**config.mk**
```make
export PLATFORM = sky130hd
export DESIGN_NAME = thread_slot_round_robin_scheduler_core
export DESIGN_NICKNAME = d
export VERILOG_FILES = /design/src/hdl/tsrr_pkg.sv /design/src/hdl/tsrr_ram.sv /design/src/hdl/tsrr_seq.sv /design/src/hdl/thread_slot_round_robin_scheduler_core.sv
export SDC_FILE = /design/constraint.sdc
export NUM_CORES = 1
export LEC_CHECK = 0
export ABC_AREA = 1
export BUFFER_PORTS_ARGS = -buffer_cell sky130_fd_sc_hd__buf_2
export CAP_MARGIN = 20
export CORE_MARGIN = 5
export CORE_UTILIZATION = 60
export CTS_CLUSTER_DIAMETER = 60
export DETAILED_ROUTE_END_ITERATION = 10
export GPL_TIMING_DRIVEN = 1
export PLACE_DENSITY = 0.81
export SETUP_SLACK_MARGIN = 0.3
export SYNTH_ARGS = -nofsm -noshare
export SYNTH_HDL_FRONTEND = slang
export SYNTH_SLANG_ARGS = --single-unit
```
**constraint.sdc**
```tcl
create_clock -name clk_i -period 3.5 [get_ports clk_i]
set_input_delay 0.525 -clock clk_i [delete_from_list [all_inputs] [get_ports clk_i]]
set_output_delay 0.525 -clock clk_i [all_outputs]
set_load 0.02 [all_outputs]
```
**src/hdl/tsrr_pkg.sv**
```systemverilog
// Package for the round-robin thread slot scheduler.
// Holds field widths, action, slot state and status codes, and the result word type.
// No dependencies.
package tsrr_pkg;

  localparam int NumSlotsDef = 64;

  localparam int ActW  = 2;
  localparam int IdW   = 7;
  localparam int StatW = 3;
  localparam int StW   = 2;

  // Actions.
  localparam logic [ActW-1:0] ACT_CREATE = 2'd0;
  localparam logic [ActW-1:0] ACT_YIELD  = 2'd1;
  localparam logic [ActW-1:0] ACT_EXIT   = 2'd2;
  localparam logic [ActW-1:0] ACT_JOIN   = 2'd3;

  // Slot states.
  localparam logic [StW-1:0] ST_FREE     = 2'd0;
  localparam logic [StW-1:0] ST_RUNNABLE = 2'd1;
  localparam logic [StW-1:0] ST_RUNNING  = 2'd2;
  localparam logic [StW-1:0] ST_FINISHED = 2'd3;

  // Status codes.
  localparam logic [StatW-1:0] STAT_OK           = 3'd0;
  localparam logic [StatW-1:0] STAT_FULL         = 3'd1;
  localparam logic [StatW-1:0] STAT_NOT_FINISHED = 3'd2;
  localparam logic [StatW-1:0] STAT_NONE         = 3'd3;
  localparam logic [StatW-1:0] STAT_INVALID      = 3'd4;

  // One result word, handed from the sequencer to the output register.
  typedef struct packed {
    logic [StatW-1:0] status;
    logic [IdW-1:0]   result_id;
    logic [IdW-1:0]   running_id;
    logic             switched;
  } res_t;

endpackage

```
**src/hdl/tsrr_ram.sv**
```systemverilog
// Slot state memory: one write port, one read port, registered read data.
// Depends on tsrr_pkg for the slot state width.
module tsrr_ram import tsrr_pkg::*; #(
  parameter int NUM_SLOTS = NumSlotsDef
) (
  input  logic                         clk_i,
  input  logic                         we_i,
  input  logic [$clog2(NUM_SLOTS)-1:0] waddr_i,
  input  logic [StW-1:0]               wdata_i,
  input  logic                         re_i,
  input  logic [$clog2(NUM_SLOTS)-1:0] raddr_i,
  output logic [StW-1:0]               rdata_o
);

  logic [StW-1:0] mem_q [NUM_SLOTS];
  logic [StW-1:0] rdata_q;

  always_ff @(posedge clk_i) begin
    if (we_i) begin
      mem_q[waddr_i] <= wdata_i;
    end
  end

  always_ff @(posedge clk_i) begin
    if (re_i) begin
      rdata_q <= mem_q[raddr_i];
    end
  end

  assign rdata_o = rdata_q;

endmodule

```
**src/hdl/tsrr_seq.sv**
```systemverilog
// Sequencer of the thread slot scheduler: clearing pass, slot scans, join check
// and the running slot and live count registers. Depends on tsrr_pkg and tsrr_ram.
module tsrr_seq import tsrr_pkg::*; #(
  parameter int NUM_SLOTS = NumSlotsDef
) (
  input  logic            clk_i,
  input  logic            rst_ni,
  input  logic            start_i,
  input  logic [ActW-1:0] action_i,
  input  logic [IdW-1:0]  target_id_i,
  output logic            busy_o,
  output logic            done_o,
  output res_t            res_o,
  input  logic            out_free_i
);

  localparam int SW = $clog2(NUM_SLOTS);
  localparam int LW = $clog2(NUM_SLOTS + 1);
  localparam logic [SW-1:0] LastSlot = SW'(NUM_SLOTS - 1);

  localparam logic [2:0] S_CLEAR = 3'd0;
  localparam logic [2:0] S_IDLE  = 3'd1;
  localparam logic [2:0] S_SCAN  = 3'd2;
  localparam logic [2:0] S_JCHK  = 3'd3;
  localparam logic [2:0] S_WR2   = 3'd4;
  localparam logic [2:0] S_DONE  = 3'd5;

  logic [2:0]       state_q, state_d;
  logic [ActW-1:0]  act_q, act_d;
  logic [SW-1:0]    slot_q, slot_d;
  logic [SW-1:0]    cur_q, cur_d;
  logic             cur_vld_q, cur_vld_d;
  logic [LW-1:0]    live_q, live_d;
  logic [SW-1:0]    iss_addr_q, iss_addr_d;
  logic [LW-1:0]    iss_left_q, iss_left_d;
  logic             chk_vld_q, chk_vld_d;
  logic [SW-1:0]    chk_addr_q, chk_addr_d;
  logic [StW-1:0]   match_q, match_d;
  logic [StatW-1:0] status_q, status_d;
  logic [IdW-1:0]   rid_q, rid_d;
  logic             sw_q, sw_d;

  logic             ram_we;
  logic [SW-1:0]    ram_waddr;
  logic [StW-1:0]   ram_wdata;
  logic             ram_re;
  logic [SW-1:0]    ram_raddr;
  logic [StW-1:0]   ram_rdata;

  logic             hit;
  logic [SW-1:0]    cur_next;
  logic [SW:0]      cur_p1;
  logic [SW:0]      chk_p1;
  logic [SW:0]      slot_p1;

  tsrr_ram #(
    .NUM_SLOTS(NUM_SLOTS)
  ) u_ram (
    .clk_i   (clk_i),
    .we_i    (ram_we),
    .waddr_i (ram_waddr),
    .wdata_i (ram_wdata),
    .re_i    (ram_re),
    .raddr_i (ram_raddr),
    .rdata_o (ram_rdata)
  );

  assign hit      = chk_vld_q && (ram_rdata == match_q);
  assign cur_next = (cur_q == LastSlot) ? '0 : cur_q + 1'b1;
  assign cur_p1   = {1'b0, cur_q} + 1'b1;
  assign chk_p1   = {1'b0, chk_addr_q} + 1'b1;
  assign slot_p1  = {1'b0, slot_q} + 1'b1;

  always_comb begin
    state_d    = state_q;
    act_d      = act_q;
    slot_d     = slot_q;
    cur_d      = cur_q;
    cur_vld_d  = cur_vld_q;
    live_d     = live_q;
    iss_addr_d = iss_addr_q;
    iss_left_d = iss_left_q;
    chk_vld_d  = chk_vld_q;
    chk_addr_d = chk_addr_q;
    match_d    = match_q;
    status_d   = status_q;
    rid_d      = rid_q;
    sw_d       = sw_q;
    ram_we     = 1'b0;
    ram_waddr  = '0;
    ram_wdata  = ST_FREE;
    ram_re     = 1'b0;
    ram_raddr  = '0;

    case (state_q)
      S_CLEAR: begin
        ram_we     = 1'b1;
        ram_waddr  = iss_addr_q;
        ram_wdata  = ST_FREE;
        iss_addr_d = iss_addr_q + 1'b1;
        if (iss_addr_q == LastSlot) begin
          state_d = S_IDLE;
        end
      end

      S_IDLE: begin
        if (start_i) begin
          act_d     = action_i;
          status_d  = STAT_OK;
          rid_d     = '0;
          sw_d      = 1'b0;
          chk_vld_d = 1'b0;
          case (action_i)
            ACT_CREATE: begin
              if (live_q == LW'(NUM_SLOTS)) begin
                status_d = STAT_FULL;
                state_d  = S_DONE;
              end else begin
                iss_addr_d = '0;
                iss_left_d = LW'(NUM_SLOTS);
                match_d    = ST_FREE;
                state_d    = S_SCAN;
              end
            end
            ACT_YIELD: begin
              match_d = ST_RUNNABLE;
              state_d = S_SCAN;
              if (cur_vld_q) begin
                // Every slot but the running one, starting just after it.
                iss_addr_d = cur_next;
                iss_left_d = LW'(NUM_SLOTS - 1);
              end else begin
                iss_addr_d = '0;
                iss_left_d = LW'(NUM_SLOTS);
              end
            end
            ACT_EXIT: begin
              if (cur_vld_q) begin
                ram_we    = 1'b1;
                ram_waddr = cur_q;
                ram_wdata = ST_FINISHED;
                cur_vld_d = 1'b0;
                if (live_q != '0) begin
                  live_d = live_q - 1'b1;
                end
              end else begin
                status_d = STAT_NONE;
              end
              state_d = S_DONE;
            end
            ACT_JOIN: begin
              if ((target_id_i == '0) || (int'(target_id_i) > NUM_SLOTS)) begin
                status_d = STAT_INVALID;
                state_d  = S_DONE;
              end else begin
                slot_d    = SW'(target_id_i - 1'b1);
                ram_re    = 1'b1;
                ram_raddr = SW'(target_id_i - 1'b1);
                state_d   = S_JCHK;
              end
            end
            default: begin
              state_d = S_DONE;
            end
          endcase
        end
      end

      S_SCAN: begin
        if (hit) begin
          if (act_q == ACT_CREATE) begin
            ram_we    = 1'b1;
            ram_waddr = chk_addr_q;
            ram_wdata = ST_RUNNABLE;
            live_d    = live_q + 1'b1;
            rid_d     = IdW'(chk_p1);
            state_d   = S_DONE;
          end else begin
            ram_we    = 1'b1;
            ram_waddr = chk_addr_q;
            ram_wdata = ST_RUNNING;
            cur_d     = chk_addr_q;
            cur_vld_d = 1'b1;
            sw_d      = 1'b1;
            slot_d    = cur_q;
            state_d   = cur_vld_q ? S_WR2 : S_DONE;
          end
        end else if ((iss_left_q == '0) && !chk_vld_q) begin
          // Scan ran out. A running slot with no other runnable one keeps running.
          if (act_q == ACT_CREATE) begin
            status_d = STAT_FULL;
          end else if (!cur_vld_q) begin
            status_d = STAT_NONE;
          end
          state_d = S_DONE;
        end else begin
          if (iss_left_q != '0) begin
            ram_re     = 1'b1;
            ram_raddr  = iss_addr_q;
            iss_addr_d = (iss_addr_q == LastSlot) ? '0 : iss_addr_q + 1'b1;
            iss_left_d = iss_left_q - 1'b1;
            chk_vld_d  = 1'b1;
            chk_addr_d = iss_addr_q;
          end else begin
            chk_vld_d = 1'b0;
          end
        end
      end

      S_JCHK: begin
        if (ram_rdata == ST_FINISHED) begin
          ram_we    = 1'b1;
          ram_waddr = slot_q;
          ram_wdata = ST_FREE;
          rid_d     = IdW'(slot_p1);
        end else if (ram_rdata == ST_FREE) begin
          status_d = STAT_INVALID;
        end else begin
          status_d = STAT_NOT_FINISHED;
        end
        state_d = S_DONE;
      end

      S_WR2: begin
        // The slot that was running goes back to runnable.
        ram_we    = 1'b1;
        ram_waddr = slot_q;
        ram_wdata = ST_RUNNABLE;
        state_d   = S_DONE;
      end

      S_DONE: begin
        if (out_free_i) begin
          state_d = S_IDLE;
        end
      end

      default: begin
        state_d = S_IDLE;
      end
    endcase
  end

  always_ff @(posedge clk_i or negedge rst_ni) begin
    if (!rst_ni) begin
      state_q    <= S_CLEAR;
      cur_q      <= '0;
      cur_vld_q  <= 1'b0;
      live_q     <= '0;
      iss_addr_q <= '0;
      iss_left_q <= '0;
      chk_vld_q  <= 1'b0;
    end else begin
      state_q    <= state_d;
      cur_q      <= cur_d;
      cur_vld_q  <= cur_vld_d;
      live_q     <= live_d;
      iss_addr_q <= iss_addr_d;
      iss_left_q <= iss_left_d;
      chk_vld_q  <= chk_vld_d;
    end
  end

  always_ff @(posedge clk_i) begin
    act_q      <= act_d;
    slot_q     <= slot_d;
    chk_addr_q <= chk_addr_d;
    match_q    <= match_d;
    status_q   <= status_d;
    rid_q      <= rid_d;
    sw_q       <= sw_d;
  end

  assign busy_o = (state_q != S_IDLE);
  assign done_o = (state_q == S_DONE);

  always_comb begin
    res_o.status     = status_q;
    res_o.result_id  = rid_q;
    res_o.running_id = cur_vld_q ? IdW'(cur_p1) : '0;
    res_o.switched   = sw_q;
  end

endmodule

```
**src/hdl/thread_slot_round_robin_scheduler_core.sv**
```systemverilog
// Top level of the round-robin thread slot scheduler.
// Holds the output register; depends on tsrr_pkg and tsrr_seq (which holds tsrr_ram).
//
//   Channel   Direction  Handshake                  Word
//   input     in         in_valid_i / in_stall_o    action_i, target_id_i
//   output    out        out_valid_o / out_stall_i  status_o, result_id_o,
//                                                   running_id_o, switched_o
//
// Each input word gives exactly one output word. The slot states live in a single-port-write,
// registered-read memory, and the scan over it issues one read per cycle. A yield that demotes
// the old running slot writes it back in a state of its own (S_WR2) but scans one slot fewer.
// After reset a clearing pass writes every slot free, one slot per cycle, and in_stall_o
// stays high until it is done.
// The output word waits in its register while out_stall_i is high; the next input word is
// taken as soon as the sequencer has handed its word over, even while the output still waits.
module thread_slot_round_robin_scheduler_core import tsrr_pkg::*; #(
  parameter int NUM_SLOTS = NumSlotsDef
) (
  input  logic             clk_i,
  input  logic             rst_ni,
  input  logic             in_valid_i,
  output logic             in_stall_o,
  input  logic [ActW-1:0]  action_i,
  input  logic [IdW-1:0]   target_id_i,
  output logic             out_valid_o,
  input  logic             out_stall_i,
  output logic [StatW-1:0] status_o,
  output logic [IdW-1:0]   result_id_o,
  output logic [IdW-1:0]   running_id_o,
  output logic             switched_o
);

  logic busy;
  logic start;
  logic done;
  logic out_free;
  res_t res;
  logic out_valid_q, out_valid_d;
  res_t out_word_q;

  // The sequencer is idle only when it can take a new word.
  assign in_stall_o = busy;
  assign start      = in_valid_i && !busy;

  // The output register can load when it is empty or its word leaves this cycle.
  assign out_free = !out_valid_q || !out_stall_i;

  tsrr_seq #(
    .NUM_SLOTS(NUM_SLOTS)
  ) u_seq (
    .clk_i       (clk_i),
    .rst_ni      (rst_ni),
    .start_i     (start),
    .action_i    (action_i),
    .target_id_i (target_id_i),
    .busy_o      (busy),
    .done_o      (done),
    .res_o       (res),
    .out_free_i  (out_free)
  );

  always_comb begin
    out_valid_d = out_valid_q;
    if (out_free) begin
      out_valid_d = done;
    end
  end

  always_ff @(posedge clk_i or negedge rst_ni) begin
    if (!rst_ni) begin
      out_valid_q <= 1'b0;
    end else begin
      out_valid_q <= out_valid_d;
    end
  end

  always_ff @(posedge clk_i) begin
    if (out_free && done) begin
      out_word_q <= res;
    end
  end

  assign out_valid_o  = out_valid_q;
  assign status_o     = out_word_q.status;
  assign result_id_o  = out_word_q.result_id;
  assign running_id_o = out_word_q.running_id;
  assign switched_o   = out_word_q.switched;

endmodule

```
# Word level (Yosys, flattened, before mapping)
# Memory sizes are Yosys's and may differ from the RTL's. A register that Yosys moved wholly into a read port is not among the register bits.
# Index checks and enable logic that the tools add are counted.
[op_classes]
n_addsub = 9
magnitude_cmp = 1
n_eq_ne = 36
mux = 105
bitwise = 3
reduce_logical = 38
[ops]
columns = ["op", "n"]
rows = [
  ["two-way mux 6 bit", 24],
  ["two-way mux 7 bit", 16],
  ["two-way mux 3 bit", 16],
  ["case mux 7 bit (2 select lines)", 3],
  ["case mux 6 bit (2 select lines)", 3],
  ["case mux 6 bit (5 select lines)", 1],
  ["two-way mux 1 bit", 22],
  ["adder 6 x 1 -> 7 bit, second input constant", 3],
  ["case mux 7 bit (3 select lines)", 1],
  ["AND reduction 7 bit", 3],
  ["inequality test 2 x 1 -> 1 bit, second input constant", 10],
  ["AND reduction 4 bit", 5],
  ["case mux 3 bit (3 select lines)", 2],
  ["case mux 6 bit (3 select lines)", 1],
  ["inequality test 2 bit, second input constant", 8],
  ["case mux 3 bit (5 select lines)", 1],
  ["zero test 7 bit", 2],
  ["two-way mux 2 bit", 7],
  ["nonzero test 7 bit", 2],
  ["subtractor 7 x 1 -> 7 bit, second input constant", 2],
  ["adder 6 x 1 -> 6 bit, second input constant", 2],
  ["equality test 6 bit, second input constant", 2],
  ["case mux 3 bit (4 select lines)", 1],
  ["AND reduction 6 bit", 2],
  ["other kinds (28)", 53],
]
[totals]
register_bits = 77
mem_bits_rw = 128
word_cells = 212
mem_count = 1
[memory_table]
columns = ["name", "words", "width", "read_ports", "rd_ports_with_merged_regs", "write_ports", "line_no", "source"]
rows = [
  ["u_seq.u_ram.mem_q", 64, 2, 1, 1, 1, "tsrr_ram.sv:15", "logic [StW-1:0] mem_q [NUM_SLOTS];"],
]

# Logic depth before layout (Yosys ltp)
# Gate-level depths: netlist (run 1).
[depth]
ltp_word = 7
depth_mapped = 17
mapped_depth_nobuf = 16

# Cells and area by module
# A second synthesis (run 1) with hierarchy kept.
[hier_totals]
hier_cells = 1109
hier_area_um2 = 10223.6
[modules_own_cells]
columns = ["mod", "instances", "cells_per_inst", "area_per_inst_um2", "seq_area_each_um2"]
rows = [
  ["tsrr_ram", 1, 537, 5665.4, 3903.7],
  ["tsrr_seq", 1, 547, 3968.8, 1556.5],
  ["thread_slot_round_robin_scheduler_core", 1, 25, 589.3, 565.5],
]

# Worst setup path after synthesis (run 1)
# No wires, ideal clock.
[synth_timing]
path_kind = "flip-flop to flip-flop"
start = "register u_seq.state_q[2]"
end = "register u_seq.live_q[6]"
setup_time_ns = 0.079
t_arrival_ns = 2.453
path_slack_ns = 0.968
stages_incl_launch_ff = 15
n_path_buf = 1
cell_sequence = "dfrtp_1 inv_2 nand2_4 nor2_2 inv_1 clkbuf_1 fa_1 a21oi_1 o21bai_1 a21oi_1 inv_1 a21oi_1 o21ai_0 a21oi_1 xor2_1"
[synth_via]
elab_chain_len = 5
word_cells_on_any_way = 14
classes_between = "eq/ne (9); mux (1); reduce/logical (4)"
[synth_lines]
columns = ["item", "line_no", "source"]
rows = [
  ["from (decl)", "tsrr_seq.sv:28", "logic [2:0] state_q, state_d;"],
  ["from (signal assigned)", "tsrr_seq.sv:254", "state_q <= state_d;"],
  ["inequality test 3 x 1 -> 1 bit", "tsrr_seq.sv:274", "assign busy_o = (state_q != S_IDLE);"],
  ["zero test 1 bit", "thread_slot_round_robin_scheduler_core.sv:43", "assign start = in_valid_i && !busy;"],
  ["logical AND 1 bit", "thread_slot_round_robin_scheduler_core.sv:43", ""],
  ["inequality test 2 bit (no source line)", "--", ""],
  ["AND reduction 7 bit (no source line)", "--", ""],
  ["to (signal assigned)", "tsrr_seq.sv:257", "live_q <= live_d;"],
  ["to (decl)", "tsrr_seq.sv:33", "logic [LW-1:0] live_q, live_d;"],
]
# Several ways; a longest one is shown, not always the timed one.
# A chain may end at the register's enable or synchronous reset.

# Worst setup path after layout (run 1)
[layout_timing]
start = "register u_seq.state_q[2]"
end = "memory u_seq.u_ram.mem_q[13][1], enable pin"
[layout_via]
elab_chain_len = 7
word_cells_on_any_way = 15
classes_between = "eq/ne (5); mux (6); reduce/logical (4)"
[layout_lines]
columns = ["item", "line_no", "source"]
rows = [
  ["inequality test 3 x 1 -> 1 bit", "tsrr_seq.sv:274", ""],
  ["zero test 1 bit", "thread_slot_round_robin_scheduler_core.sv:43", ""],
  ["logical AND 1 bit", "thread_slot_round_robin_scheduler_core.sv:43", ""],
  ["two-way mux 1 bit", "tsrr_seq.sv:107", "if (start_i) begin"],
  ["case mux 1 bit (4 select lines)", "tsrr_seq.sv:95", "case (state_q)"],
  ["two-way mux 1 bit", "tsrr_ram.sv:19", "if (we_i) begin"],
  ["two-way mux 1 bit (implied by the code)", "tsrr_ram.sv:20", "mem_q[waddr_i] <= wdata_i;"],
  ["to (decl)", "tsrr_ram.sv:15", ""],
]
# Several ways; a longest one is shown, not always the timed one.

==> flow_summary.rst, run 1 <==
.. list-table::
   :header-rows: 1

   * - Metric
     - Value
   * - Area contributors post-synth
     - sky130_fd_sc_hd__edfxtp_1 51%, sky130_fd_sc_hd__dfrtp_1 7.9%, sky130_fd_sc_hd__nand3_1 7.5%, sky130_fd_sc_hd__nand2_1 6.7%, sky130_fd_sc_hd__inv_1 6.1%
   * - Number of filler cells placed in the layout
     - 1228
   * - Total DRC errors in the routed layout
     - 0
   * - Number of warnings issued by yosys
     - 0
   * - Setup CP Type
     - flip-flop to flip-flop
   * - Headroom to the max-slew limit
     - 36.5%
   * - Gpl congestion
     - 1.02
   * - Count of hold-fix buffers inserted at cts
     - 0
   * - Share of cell area taken by muxes after synthesis
     - 0%
   * - Category of the worst setup path launch point
     - flip-flop
   * - Initial antenna violation count
     - 0
   * - Core footprint
     - 16600 um2
   * - DR iter-0 viols
     - 1004
   * - Worst VDD drop
     - 0.393 mV
   * - R2r endpoint
     - u_seq.u_ram.mem_q[13][1]
   * - Count of cell types in the netlist
     - 44
   * - Synth Area in Adders
     - 1.43%
   * - Post-Synthesis Mean Instance Area
     - 9.40 um2
   * - Type of element capturing the critical path
     - flip-flop
   * - Total power density per cell area
     - 751 nW/um2
   * - Min-Delay Path Class
     - input pin to asynchronous set/reset pin
   * - Level count of the clock H-tree
     - 1
   * - Biggest area consumer among synthesized cells
     - sky130_fd_sc_hd__edfxtp_1
   * - Clock transition at path regs
     - 0.06 ns
   * - Pin count of the biggest net entering global routing
     - 66
   * - Switching power share of the total
     - 36.3%
   * - Compound-cell area share of the yosys netlist
     - 5.47%
   * - Total wirelength of the detailed-routed design
     - 25.3 mm
   * - Internal power
     - 5.45 mW
   * - Global-route wire length before repair
     - 40.7 mm
   * - Register bit count reported by yosys
     - 206
   * - Net switching power of the design
     - 3.10 mW
   * - Post-layout nets
     - 1144
   * - Final sum of negative setup slack
     - 0 ns
   * - Overall routing resource usage
     - 25.8%
   * - Share of async-settable or async-resettable flops after synthesis
     - 15.5%
   * - Part of the total power dissipated in sequential elements
     - 40.3%
   * - Syn nets
     - 1103
   * - Worst slew pin tran
     - 0.952 ns
   * - Xor/xnor share of the synthesized area
     - 1.12%
   * - Post-DR wirelength/cell
     - 18.7 um
   * - Worst reg2reg path depth
     - 12
   * - Top routing layer used
     - met4
   * - Setup slack on the worst flop-to-flop path
     - 0.58 ns
   * - Total power
     - 8.55 mW
   * - Critical Path Fanout Max
     - 14
   * - Ratio of final minimum period to clock period
     - 83.3%
   * - Via count of the first global-routing pass
     - 7810
   * - Metal2 WL
     - 11.7 mm
   * - Overall die area
     - 19600 um2
   * - Proportion of netlist area held by the largest area contributor
     - 51.5%
   * - Detailed Place HPWL
     - 16.3 mm
   * - Pre-CTS WS
     - 0.501 ns
   * - Clock tree root buffer cell
     - sky130_fd_sc_hd__clkbuf_16
   * - Leftover overflow at the end of global routing
     - 0
   * - Number of buffer cells added on primary ports
     - 32
   * - Crit path time final
     - 2.92 ns
   * - Final Max Tran Viols
     - 0
   * - Synth-to-Final Area Change
     - 12.2%
   * - Post-synthesis share of cell area spent on and, or, nand and nor gates
     - 24.9%
   * - Timing-limited maximum frequency
     - 343 MHz
   * - Proportion of synthesized chip area in sequential cells
     - 59.4%
   * - Setup repair after global routing missed its margin
     - yes
   * - Part of the total power dissipated in combinational logic
     - 32.1%
   * - Routed Antenna Nets
     - 0
   * - Hold violation total from the final report
     - 0
   * - Buffer levels on the longest clock path
     - 3
   * - Worst-case clock skew
     - 0.0118 ns
   * - Detailed Routing Iterations Pass 1
     - 5
   * - Row count
     - 47
   * - Clock share of power
     - 27.6%
   * - LEAKAGE
     - 4.72 nW
   * - Commonest cells in the synthesized netlist
     - 182 x sky130_fd_sc_hd__nand2_1, 174 x sky130_fd_sc_hd__edfxtp_1, 166 x sky130_fd_sc_hd__inv_1, 153 x sky130_fd_sc_hd__nand3_1, 136 x sky130_fd_sc_hd__nor2_1
   * - EDFF count, synth
     - 174
   * - Number of ports placed on the die boundary
     - 33
   * - Starting utilization of the core area
     - 61.2%
   * - Most frequent cell after synthesis
     - sky130_fd_sc_hd__nand2_1
   * - Launching point of the worst reg2reg path
     - u_seq.state_q[2]
   * - Max-Cap Viols
     - 0
   * - Clock sink total
     - 206
   * - Post-synthesis instance area
     - 10100 um2
   * - Largest family of logic cells by synthesized area
     - simple AND/OR/NAND/NOR gates
   * - Share of post-route cells with drive strength above 1
     - 9.42%
   * - Required time reported for the critical path endpoint
     - 3.70 ns
   * - Later-pin clock latency in the skew report
     - 0.50 ns
   * - Vias per inst
     - 5.91
   * - Wire length on met1
     - 9.76 mm
   * - Worst Setup Slack, final
     - 0.583 ns
   * - CTS tree
     - yes
   * - Gate Count Post-Synth
     - 1079
   * - Sum of met3 wire segment lengths after detailed routing
     - 2.73 mm
   * - Post-synth top flop
     - sky130_fd_sc_hd__edfxtp_1
   * - Data arrival time at the worst-slack endpoint
     - 3.11 ns
   * - Via count
     - 8017
   * - Die H
     - 140 um
   * - Die width
     - 140 um
   * - Total setup violations reported at the end of the flow
     - 0
   * - Outcome
     - finished, final reports clean
   * - Clock buffer count from CTS
     - 22
[worst max-delay path: stages (launching register included)]
cell and delay [ns]:
sky130_fd_sc_hd__dfrtp_1 0.39, sky130_fd_sc_hd__inv_2 0.10, sky130_fd_sc_hd__nand2_4 0.13, sky130_fd_sc_hd__inv_2 0.08, sky130_fd_sc_hd__nand2_1 0.27, sky130_fd_sc_hd__nor2_1 0.11, sky130_fd_sc_hd__nor2_2 0.21, sky130_fd_sc_hd__nor2_1 0.09
sky130_fd_sc_hd__nor3_1 0.32, sky130_fd_sc_hd__inv_1 0.14, sky130_fd_sc_hd__nor2_1 0.14, sky130_fd_sc_hd__nand2_1 0.33, sky130_fd_sc_hd__nor2_1 0.31
[cell type report]
| cell class | count | area, um2 | share of cell area, % |
|---|---|---|---|
| Timing Repair Buffer | 50 | 353 | 3.10 |
| Multi-Input combinational cell | 670 | 3370 | 29.6 |
| Clock buffer | 29 | 598 | 5.25 |
| Inverter | 170 | 638 | 5.60 |
| Clock inverter | 11 | 129 | 1.13 |
| Tap cell | 220 | 275 | 2.42 |
| Antenna cell | 1 | 2.50 | 0.0220 |
| Sequential cell | 206 | 6030 | 52.9 |
[flip-flops by register name, indices dropped and copies added, names as in the netlist, 2 cells and up]
signal and count:
status_o 3, u_seq.slot_q 6, u_seq.cur_q 6, running_id_o 7, result_id_o 7, u_seq.iss_addr_q 6, u_seq.u_ram.rdata_o 2, u_seq.u_ram.mem_q 128
u_seq.iss_left_q 7, u_seq.live_q 7, u_seq.chk_addr_q 6, u_seq.rid_q 7, u_seq.state_q 3, u_seq.act_q 2, u_seq.status_q 3
[layout by cell type (no fill, tap or decap), types with 5 or more instances in the layout]
| cell | count |
|---|---|
| sky130_fd_sc_hd__clkbuf_1 | 6 |
| sky130_fd_sc_hd__dfrtp_1 | 32 |
| sky130_fd_sc_hd__xor2_1 | 8 |
| sky130_fd_sc_hd__a21oi_1 | 16 |
| sky130_fd_sc_hd__xnor2_1 | 5 |
| sky130_fd_sc_hd__inv_1 | 166 |
| sky130_fd_sc_hd__nand3b_1 | 43 |
| sky130_fd_sc_hd__buf_2 | 32 |
| sky130_fd_sc_hd__edfxtp_1 | 174 |
| sky130_fd_sc_hd__nand3_1 | 153 |
| sky130_fd_sc_hd__nor3_1 | 15 |
| sky130_fd_sc_hd__o21ai_0 | 52 |
| sky130_fd_sc_hd__ha_1 | 10 |
| sky130_fd_sc_hd__nor2_1 | 135 |
| sky130_fd_sc_hd__clkbuf_16 | 23 |
| sky130_fd_sc_hd__nand2_1 | 179 |
| sky130_fd_sc_hd__a31oi_1 | 6 |
| sky130_fd_sc_hd__buf_4 | 12 |
| sky130_fd_sc_hd__o22ai_1 | 7 |
[timing repair]
action | in CTS | in global routing
setup buffers | 0 | 0
endpoints found under the hold margin | 0 | 0
resized for setup | 0 | 2
endpoints found under the setup margin | 0 | 7
[worst max path at each step]
stage / start / cells past startpoint / endpoint / slack [ns]
finish: u_seq.state_q[2] / 12 / u_seq.u_ram.mem_q[13][1] / 0.58
global route: u_seq.state_q[2] / 12 / u_seq.u_ram.mem_q[13][1] / 0.28
CTS: u_seq.iss_left_q[0] / 14 / u_seq.u_ram.rdata_o[1] / 0.56
detailed placement: target_id_i[0] / 15 / u_seq.u_ram.rdata_o[1] / 0.50
global placement: target_id_i[0] / 15 / u_seq.u_ram.rdata_o[1] / 0.54
floorplan: u_seq.state_q[2] / 14 / u_seq.live_q[6] / 0.97
[routing by layer]
metal  track usage (%)  vias up
met4              10.7        0
met2              41.5      499
met5                 0        -
met3              5.11      109
met1              34.8     3701
li1                  -     3708
[power groups by stage]
stage / Clock [mW] / Combinational, mW / Sequential (mW)
5_1_grt: 2.48 / 3.01 / 3.48
3_3_place_gp: 0 / 2.57 / 3.46
6_report: 2.36 / 2.74 / 3.44
3_5_place_dp: 0 / 2.64 / 3.48
4_1_cts: 2.37 / 2.69 / 3.44
2_1_floorplan: 0 / 1.81 / 3.44
[kinds of logic after synthesis]
logic type,after synthesis
buf+inv,203
compound gates,98
fa+ha+maj,11
flops,206
xor+xnor,13
simple gates,548
[through the flow]
| stage | area [um2] | util (%) | instances | hold WS [ns] |
|---|---|---|---|---|
| 5_1_grt | 11400 | 68.7 | 1356 | 0.145 |
| 4_1_cts | 11400 | 68.6 | 1356 | 0.116 |
| 3_3_place_gp | 10700 | 64.2 | 1316 | 0.401 |
| 3_5_place_dp | 10700 | 64.2 | 1316 | 0.406 |
| 6_report | 11400 | 68.7 | 1357 | 0.0940 |
| 2_1_floorplan | 10100 | - | 1079 | 0.229 |
No activity file was read; power rests on OpenSTA's default activity.
==> inputs of run 2 (changes only) <==
clock period = 2.9 ns   (was 3.5 ns; I/O delays follow)
==> run 2 against run 1 <==
Compared with the run above: sequential power grew 21%; highest routed layer unchanged; cell area up 7.4%; maximum frequency up 11%; sequential share of layout area decreased by 3.6 points; setup slack got worse by 0.30 ns; critical path type unchanged; routed wire length grew 8.8%.
==> flow_summary.rst, run 2 (same netlist as run 1, synthesis figures left out) <==
.. list-table::
   :header-rows: 1

   * - Metric
     - Value
   * - Category of the worst setup path launch point
     - flip-flop
   * - Clock buffer count from CTS
     - 22
   * - Hold violation total from the final report
     - 0
   * - Row count
     - 47
   * - Number of ports placed on the die boundary
     - 33
   * - Clock transition at path regs
     - 0.06 ns
   * - Required time reported for the critical path endpoint
     - 3.10 ns
   * - Pin count of the biggest net entering global routing
     - 65
   * - Type of element capturing the critical path
     - flip-flop
   * - Via count of the first global-routing pass
     - 7785
   * - Via count
     - 8487
   * - Timing-limited maximum frequency
     - 382 MHz
   * - Final Max Tran Viols
     - 0
   * - Worst slew pin tran
     - 0.991 ns
   * - LEAKAGE
     - 5.04 nW
   * - Setup CP Type
     - flip-flop to flip-flop
   * - Routed Antenna Nets
     - 0
   * - Commonest cells after routing, fill and taps aside
     - 174 x sky130_fd_sc_hd__edfxtp_1, 169 x sky130_fd_sc_hd__nand2_1, 160 x sky130_fd_sc_hd__inv_1
   * - Max-Cap Viols
     - 0
   * - Outcome
     - finished, final reports clean
   * - Clock sink total
     - 206
   * - Data arrival time at the worst-slack endpoint
     - 2.82 ns
   * - Launching point of the worst reg2reg path
     - u_seq.u_ram.rdata_o[0]
   * - Core footprint
     - 16600 um2
   * - Most common library cell in the layout ignoring fill and taps
     - sky130_fd_sc_hd__edfxtp_1
   * - Buffer levels on the longest clock path
     - 3
   * - Detailed Routing Iterations Pass 1
     - 6
   * - Clock tree root buffer cell
     - sky130_fd_sc_hd__clkbuf_16
   * - Starting utilization of the core area
     - 61.2%
   * - Share of post-route cells with drive strength above 1
     - 18.6%
   * - Overall routing resource usage
     - 25.8%
   * - Vias per inst
     - 6.05
   * - Total power density per cell area
     - 903 nW/um2
   * - Gpl congestion
     - 0.990
   * - Final Core Density
     - 73.7%
   * - Ratio of final minimum period to clock period
     - 90.4%
   * - Start point of the critical path
     - u_seq.u_ram.rdata_o[0]
   * - Die H
     - 140 um
   * - Count of hold-fix buffers inserted at cts
     - 0
   * - Post-layout nets
     - 1190
   * - Critical Path Fanout Max
     - 8
   * - Worst VDD drop
     - 0.534 mV
   * - Total setup violations reported at the end of the flow
     - 0
   * - Post-DR wirelength/cell
     - 19.6 um
   * - Crit path time final
     - 2.62 ns
   * - Antenna Cells
     - 0
   * - Initial antenna violation count
     - 0
   * - Worst-case clock skew
     - 0.0141 ns
   * - Total DRC errors in the routed layout
     - 0
   * - Global-route wire length before repair
     - 40.2 mm
   * - Largest register FFs
     - 128
   * - Most flop-heavy register
     - u_seq.u_ram.mem_q
   * - Total power
     - 11.0 mW
   * - Setup repair after global routing missed its margin
     - yes
   * - Level count of the clock H-tree
     - 1
   * - Leftover overflow at the end of global routing
     - 0
   * - Min-Delay Path Class
     - input pin to asynchronous set/reset pin
   * - Final sum of negative setup slack
     - 0 ns
   * - Later-pin clock latency in the skew report
     - 0.51 ns
   * - Total wirelength of the detailed-routed design
     - 27.5 mm
   * - Die width
     - 140 um
   * - Number of buffer cells added on primary ports
     - 32
   * - Overall die area
     - 19600 um2
   * - Synth-to-Final Area Change
     - 20.5%
   * - Detailed Place HPWL
     - 16.9 mm
   * - Headroom to the max-slew limit
     - 33.9%
   * - CTS tree
     - yes
   * - DR iter-0 viols
     - 1249
## run 2: power breakdown
group	switching (mW)	internal (mW)
combinational	2.65	1.41
clock	1.14	1.67
sequential	0.299	3.87
## run 2: final cells by class
class,count,area (um2)
clock buffers,27,611
clock inverters,13,116
fillers,1113,4350
inverters,170,643
multi-input cells,670,3660
flip-flops and latches,206,6030
well taps,220,275
repair buffers,96,892
## run 2: per-stage QoR
| stage | hold WS (ns) | cell area [um2] | instances | worst slack [ns] |
|---|---|---|---|---|
| global placement | 0.400 | 10900 | 1331 | 0.153 |
| detailed placement | 0.415 | 10900 | 1332 | 0.109 |
| finish | 0.0193 | 12200 | 1402 | 0.280 |
| CTS | 0.0393 | 11600 | 1372 | 0.251 |
| global route | 0.0661 | 12200 | 1402 | 0.178 |
| floorplan | 0.139 | 10100 | 1079 | 0.368 |
## run 2: path summary, 6_finish.rpt
kind / to / slack (ns) / cells after the start
setup / recovery: u_seq.u_ram.mem_q[41][1] / 0.28 / 10
hold / removal: u_seq.live_q[2] / 0.02 / 1
setup reg to reg: u_seq.u_ram.mem_q[41][1] / 0.28 / 10
hold reg to reg: result_id_o[4] / 0.42 / 0
max in group asynchronous: u_seq.state_q[0] / 2.31 / 1
min in group clk_i: u_seq.act_q[1] / 0.16 / 1
## run 2: what timing repair did
action / 4_1_cts / 5_1_grt
cloned: 0 / 6
pin swaps: 0 / 24
gates resized for setup: 19 / 76
buffers inserted: 0 / 24
endpoints found under the setup margin: 120 / 184
## run 2: routing by layer
layer  vias up  track usage [%]  wire length [um]
met5         -                0                 0
met2       599             40.5             12700
met1      3950             35.7             10300
met4         0             11.7              1420
li1       3807                -                 -
met3       131             4.12              3160
## run 2: critical path, stage by stage, from the launching register on
cell and delay, ns:
sky130_fd_sc_hd__edfxtp_1 0.50, sky130_fd_sc_hd__buf_4 0.18, sky130_fd_sc_hd__nand2_1 0.11, sky130_fd_sc_hd__nor2_1 0.09
sky130_fd_sc_hd__nor2_2 0.25, sky130_fd_sc_hd__nor2_1 0.09, sky130_fd_sc_hd__nor3_2 0.31, sky130_fd_sc_hd__inv_1 0.15
sky130_fd_sc_hd__nor2_2 0.20, sky130_fd_sc_hd__nand2_2 0.20, sky130_fd_sc_hd__nor2_1 0.24
